## config.mk

```make
export PLATFORM = sky130hd
export DESIGN_NAME = lcf_div
export DESIGN_NICKNAME = d
export VERILOG_FILES = /design/src/sv/lcf_pkg.sv /design/src/sv/lcf_div.sv
export SDC_FILE = /design/constraint.sdc
export NUM_CORES = 2
export LEC_CHECK = 0
export ABC_CLOCK_PERIOD_IN_PS = 5510
export BUFFER_PORTS_ARGS = -buffer_cell sky130_fd_sc_hd__clkbuf_2
export CAP_MARGIN = 30
export CORE_ASPECT_RATIO = 1.2
export CORE_UTILIZATION = 35
export DETAILED_ROUTE_END_ITERATION = 12
export PLACE_DENSITY = 0.59
export SLEW_MARGIN = 20
export SYNTH_ARGS = -nofsm -noshare
export SYNTH_HDL_FRONTEND = slang
export SYNTH_SLANG_ARGS = --single-unit
```

## constraint.sdc

```tcl
create_clock -name clk -period 5.51 [get_ports clk]
set_input_delay 1.102 -clock clk [delete_from_list [all_inputs] [get_ports clk]]
set_output_delay 1.102 -clock clk [all_outputs]
set_load 0.01 [all_outputs]
```

## src/sv/lcf_pkg.sv

```systemverilog
package lcf_pkg;

    localparam int DIM_BITS = 12;
    localparam int PT_W     = 15;
    // point differences are one bit wider than the points
    localparam int DIF_W    = PT_W + 1;
    // numerator width: c1 and c1 - b1*dim, with headroom
    localparam int NUM_W    = 2 * PT_W + DIM_BITS - 8 + 4;
    // quotient bits: one more than a dimension, so dim itself can be exceeded
    localparam int QB       = DIM_BITS + 1;

    localparam int CFG_IDX_W = 2;
    localparam logic [CFG_IDX_W-1:0] REG_FRAME_WIDTH  = CFG_IDX_W'(0);
    localparam logic [CFG_IDX_W-1:0] REG_FRAME_HEIGHT = CFG_IDX_W'(1);

    localparam logic [DIM_BITS-1:0] FRAME_WIDTH_RST  = DIM_BITS'(640);
    localparam logic [DIM_BITS-1:0] FRAME_HEIGHT_RST = DIM_BITS'(480);

    localparam int IN_DATA_W  = ((4 * PT_W + 7) / 8) * 8;
    localparam int OUT_DATA_W = ((4 * DIM_BITS + 7) / 8) * 8;

    typedef logic [DIM_BITS-1:0] dim_t;

    typedef struct packed {
        logic hit;
        dim_t q;
    } div_res_t;

endpackage

```

## src/sv/lcf_div.sv

```systemverilog
module lcf_div (
    input  logic                              clk,
    input  logic                              en,
    input  logic signed [lcf_pkg::NUM_W-1:0]  num,
    input  logic signed [lcf_pkg::DIF_W-1:0]  den,
    input  lcf_pkg::dim_t                     lim,
    output lcf_pkg::div_res_t                 res
);
    import lcf_pkg::*;

    // truncating quotient, range checked against [0, lim]; one quotient bit a stage
    logic                 ok_reg   [0:QB];
    logic                 neg_reg  [0:QB];
    logic [NUM_W-1:0]     rem_reg  [0:QB];
    logic [NUM_W-1:0]     den_reg  [0:QB];
    logic [QB-1:0]        q_reg    [0:QB];
    dim_t                 lim_reg  [0:QB];

    logic [NUM_W-1:0] nabs;
    logic [NUM_W-1:0] dabs;
    logic             ovf;

    always_comb
    begin
        nabs = num[NUM_W-1] ? NUM_W'(-num) : NUM_W'(num);
        dabs = NUM_W'(den[DIF_W-1] ? DIF_W'(-den) : DIF_W'(den));
        ovf  = nabs >= (dabs << QB);
    end

    always_ff @(posedge clk)
    begin
        if (en)
        begin
            ok_reg[0]  <= (den != '0) && (lim != '0) && !ovf;
            neg_reg[0] <= num[NUM_W-1] ^ den[DIF_W-1];
            rem_reg[0] <= nabs;
            den_reg[0] <= dabs;
            q_reg[0]   <= '0;
            lim_reg[0] <= lim;
        end
    end

    for (genvar k = 0; k < QB; k++)
    begin : g_step
        logic [NUM_W:0] trial;
        logic [QB-1:0]  q_next;

        always_comb
        begin
            trial  = {1'b0, rem_reg[k]} - {1'b0, (den_reg[k] << (QB - 1 - k))};
            q_next = q_reg[k];
            q_next[QB-1-k] = !trial[NUM_W];
        end

        always_ff @(posedge clk)
        begin
            if (en)
            begin
                ok_reg[k+1]  <= ok_reg[k];
                neg_reg[k+1] <= neg_reg[k];
                rem_reg[k+1] <= trial[NUM_W] ? rem_reg[k] : trial[NUM_W-1:0];
                den_reg[k+1] <= den_reg[k];
                q_reg[k+1]   <= q_next;
                lim_reg[k+1] <= lim_reg[k];
            end
        end
    end

    always_comb
    begin
        res.hit = ok_reg[QB] && ((q_reg[QB] == '0) ||
                  (!neg_reg[QB] && (q_reg[QB] <= {1'b0, lim_reg[QB]})));
        res.q   = q_reg[QB][DIM_BITS-1:0];
    end

endmodule

```

==> impl_results.md <==
* Hold buffers post-CTS at 0
* Post-Synth XOR/XNOR Area at between 5 and 6%
* Antenna-violating nets left at 0
* Max-cap viol count at 0
* WHS Endpoint: rem_reg[1][118]
* Via count at approximately 36000
* Logic pwr share at approximately 40%
* Syn Area/Cell at 11.6 um^2
* EDFF count, synth at between 900 and 1000
* Final HPWL DP at a little under 80000 um
* Resize count post-CTS at 0
* Max reg flops at between 400 and 500
* Main combinational cell family by area after synthesis: compound AO/OA/AOI/OAI gates
* Hold Crit Start: rem_reg[1][80]
* CP Data Arrival Time at 5.16 ns
* Flops & latches, synth at slightly below 1000
* Reg power frac at 35.5%
* Synth Area in Simple Gates at a little over 9%
* PD cells at between 500 and 600 nW/um^2
* Worst r2r path cells at 12
* Synthesized area at between 50000 and 60000 um^2
* Adder-cell share of the synthesized area at 10.6%
* Via-per-instance ratio at about 5.0
* R2R setup slack at around 0.9 ns
* Final min period at between 4 and 5 ns
* Vias in the first global route at ~36000
* Synth area leaders: edfxtp_1 (53%), ha_1 (10%), a21oi_1 (3.8%), xnor2_1 (3.4%), o21ai_0 (3.1%)
* RR Endpoint: rem_reg[1][87]
* Die area at 160000 um^2
* CP max FO at 5
* Initial core utilization at 35.4%
* DRT iter0 DRCs at ~1800
* Top-count cell post-synth: edfxtp_1
* Psw at ~11 mW
* Routed length per instance at between 10 and 15 um
* Final Max Slew Viols at 0
* Clk sinks at between 900 and 1000
* Post-synthesis sequential area ratio at approximately 53%
* Worst Clk Skew at approximately 0.04 ns
* CP endpoint kind: flip-flop
* Drt pass-1 iters at 7
* Area grow syn2layout at 12.5%
* Compound-Gate Fraction of Synth Area at around 15%
* CP Launch Type: input pin
* Setup Total Neg Slack at 0 ns
* CTS Buf Count at 110
* Post-CTS Setup Bufs at 0
* NumNets Final at between 5000 and 6000
* Peak Freq at roughly 0.21 GHz
* Final setup fails at 0
* Clk buf depth at 3
* Warnings from Yosys at 0
* Clk network pwr share at between 20% and 30%
* Layout cells sized above 1 at about a tenth
* Row count at around 160
* DR DRC count at 0
* Period Utilization, post-route at 85.8%
* # diodes at 0
* Commonest cells post-synth: edfxtp_1 (989), ha_1 (454), a21oi_1 (421)
* Placed Cells at just under 7000
* Gr usage total at between 10% and 20%
* Die Height at between 400 and 500 um
* Post-synth ARST share at 0%
* Clock Tree Root: clkbuf_16
* Mux contribution to synthesized area at under 10%
* Leak Pwr at ~25 nW
* CP Data Required Time at 5.94 ns
* Cell Count, Final, Fillers Out at a little over 7000
* Worst Hold Depth at 0
* Slew margin rel. at a little under a third
* Gr ovfl total at 0
* Initial antenna violation count at 1
* RSZ-0062 raised after global routing: false
* Reg clk slew, reported paths at 0.06 ns
* Internal power at 21.3 mW
* GPL Wtd Cong at about 0.87
* Post-synth top area cell: edfxtp_1
* Syn_nets at between 5000 and 6000
* Ports at ~80
* Max VDD drop at roughly 0.24 mV
* Slew at the pin closest to its max-slew limit at ~1.0 ns
* Worst hold path class: flip-flop to flip-flop
* CTS tree: built
* Crit Path Class: input pin to flip-flop
* Clock latency at the later pin of the worst-skew pair at 0.72 ns
* Synth Instances at around 4800
* RR Startpoint: den_reg[5][1]
* Pin count of the biggest net entering global routing at 142
* Switching Fraction at 34.2%
* Yosys top cell area share at between 50% and 60%
* First-pass GRT wire length at ~170000 um
* Final WL at ~110000 um
* Top FF cell, synth: edfxtp_1
* IO buf count at 80
* Final Hold Fails at 0
* Post-synth cell types at 94
* Outcome: finished, final reports clean
* Core ar. at 157000 um^2
* CTS H-tree lvls at 3
* Die Wd at between 300 and 400 um
[critical path: stages]
cell and delay [ns]:
clkbuf_2 0.10, or4_4 0.54, or3_1 0.34, or3_1 0.44
or3_1 0.36, or3_4 0.40, nor4b_1 0.52, ha_1 0.24
nand4_1 0.12, nor2_1 0.18, nand4b_1 0.11, or4_1 0.41
nor4_1 0.18, a211oi_1 0.11
[layout make-up]
type                       count  area [um^2]
timing repair buffer         144         1050
tap                         2093         2620
clock buffer                 132         2900
sequential                   989        29700
clock inverter                73          862
inverter                     336         1260
fill                       14900        94600
multi-input combinational   3371        24200
[worst max path at each step]
stage | start | end | slack (ns) | cells past startpoint
after floorplan | num[10] | ok_reg[0][0] | 0.54 | 15
after global placement | num[10] | ok_reg[0][0] | 0.08 | 14
after detailed placement | num[10] | ok_reg[0][0] | 0.04 | 14
after CTS | num[10] | ok_reg[0][0] | 0.83 | 14
after global routing | num[10] | ok_reg[0][0] | 0.53 | 14
final | num[10] | ok_reg[0][0] | 0.78 | 14
[cell usage in the layout (no fill, tap or decap), types with 18 or more instances in the layout]
master     synthesis  layout
a211oi_1          37      37
a21o_1           185     185
a21oi_1          421     421
a31oi_1           35      35
and2_1            18      18
and3_1            45      45
buf_4             17      52
bufinv_16          0      19
clkbuf_1          72      19
clkbuf_16          0     113
clkbuf_2           1      79
clkinv_1           1      24
edfxtp_1         989     989
ha_1             454     454
inv_1            335     335
mux2_2           119     119
nand2_1          351     351
nand2b_1          73      73
nand3_1           72      72
nand4_1           42      42
nor2_1           260     260
nor2b_1           52      52
nor3_1            52      52
o211ai_1          21      21
o21a_1            62      62
o21ai_0          344     344
o21bai_1          36      36
o31a_1            19      19
o31ai_1           41      41
o41ai_1           18      18
or3_1             23      23
xnor2_1          217     217
xor2_1           140     140
[logic make-up (layout without fill, tap and decap cells)]
family,count (synthesis),count (layout)
xor gates and xnor gates,357,357
DFF,989,989
buffers and inverters,453,685
muxes,129,129
adders and majority gates,466,466
AOI/OAI and AO/OA,1355,1355
and+or+nand+nor,1064,1064
[power groups by stage]
| stage | logic, mW | registers, mW | clock network (mW) |
|---|---|---|---|
| after detailed placement | 13.3 | 11.6 | 0 |
| after global routing | 15.0 | 11.7 | 8.05 |
| after CTS | 13.4 | 11.5 | 7.79 |
| after floorplan | 10.6 | 11.3 | 0 |
| final | 13.3 | 11.5 | 7.54 |
| after global placement | 13.0 | 11.6 | 0 |
[stage by stage]
| stage | util, % | hold slack [ns] | worst slack (ns) | power, mW | instance area [um^2] |
|---|---|---|---|---|---|
| after floorplan | - | 0.400 | 0.539 | 21.9 | 55600 |
| after global placement | 37.4 | 0.401 | 0.0772 | 24.7 | 58800 |
| after detailed placement | 37.4 | 0.405 | 0.0422 | 24.9 | 58800 |
| after CTS | 39.8 | 0.415 | 0.831 | 32.6 | 62600 |
| after global routing | 39.8 | 0.415 | 0.528 | 34.7 | 62600 |
| final | 39.8 | 0.412 | 0.784 | 32.3 | 62600 |
[per-layer routing]
metal	part of all wire, %	track usage (%)	vias to the layer above
li1	-	-	18300
met2	53	25.2	513
met5	0	0	-
met1	40	13.5	16600
met4	3.5	5.57	0
met3	2.9	1.91	228
Power figures use the tool's default switching activity.
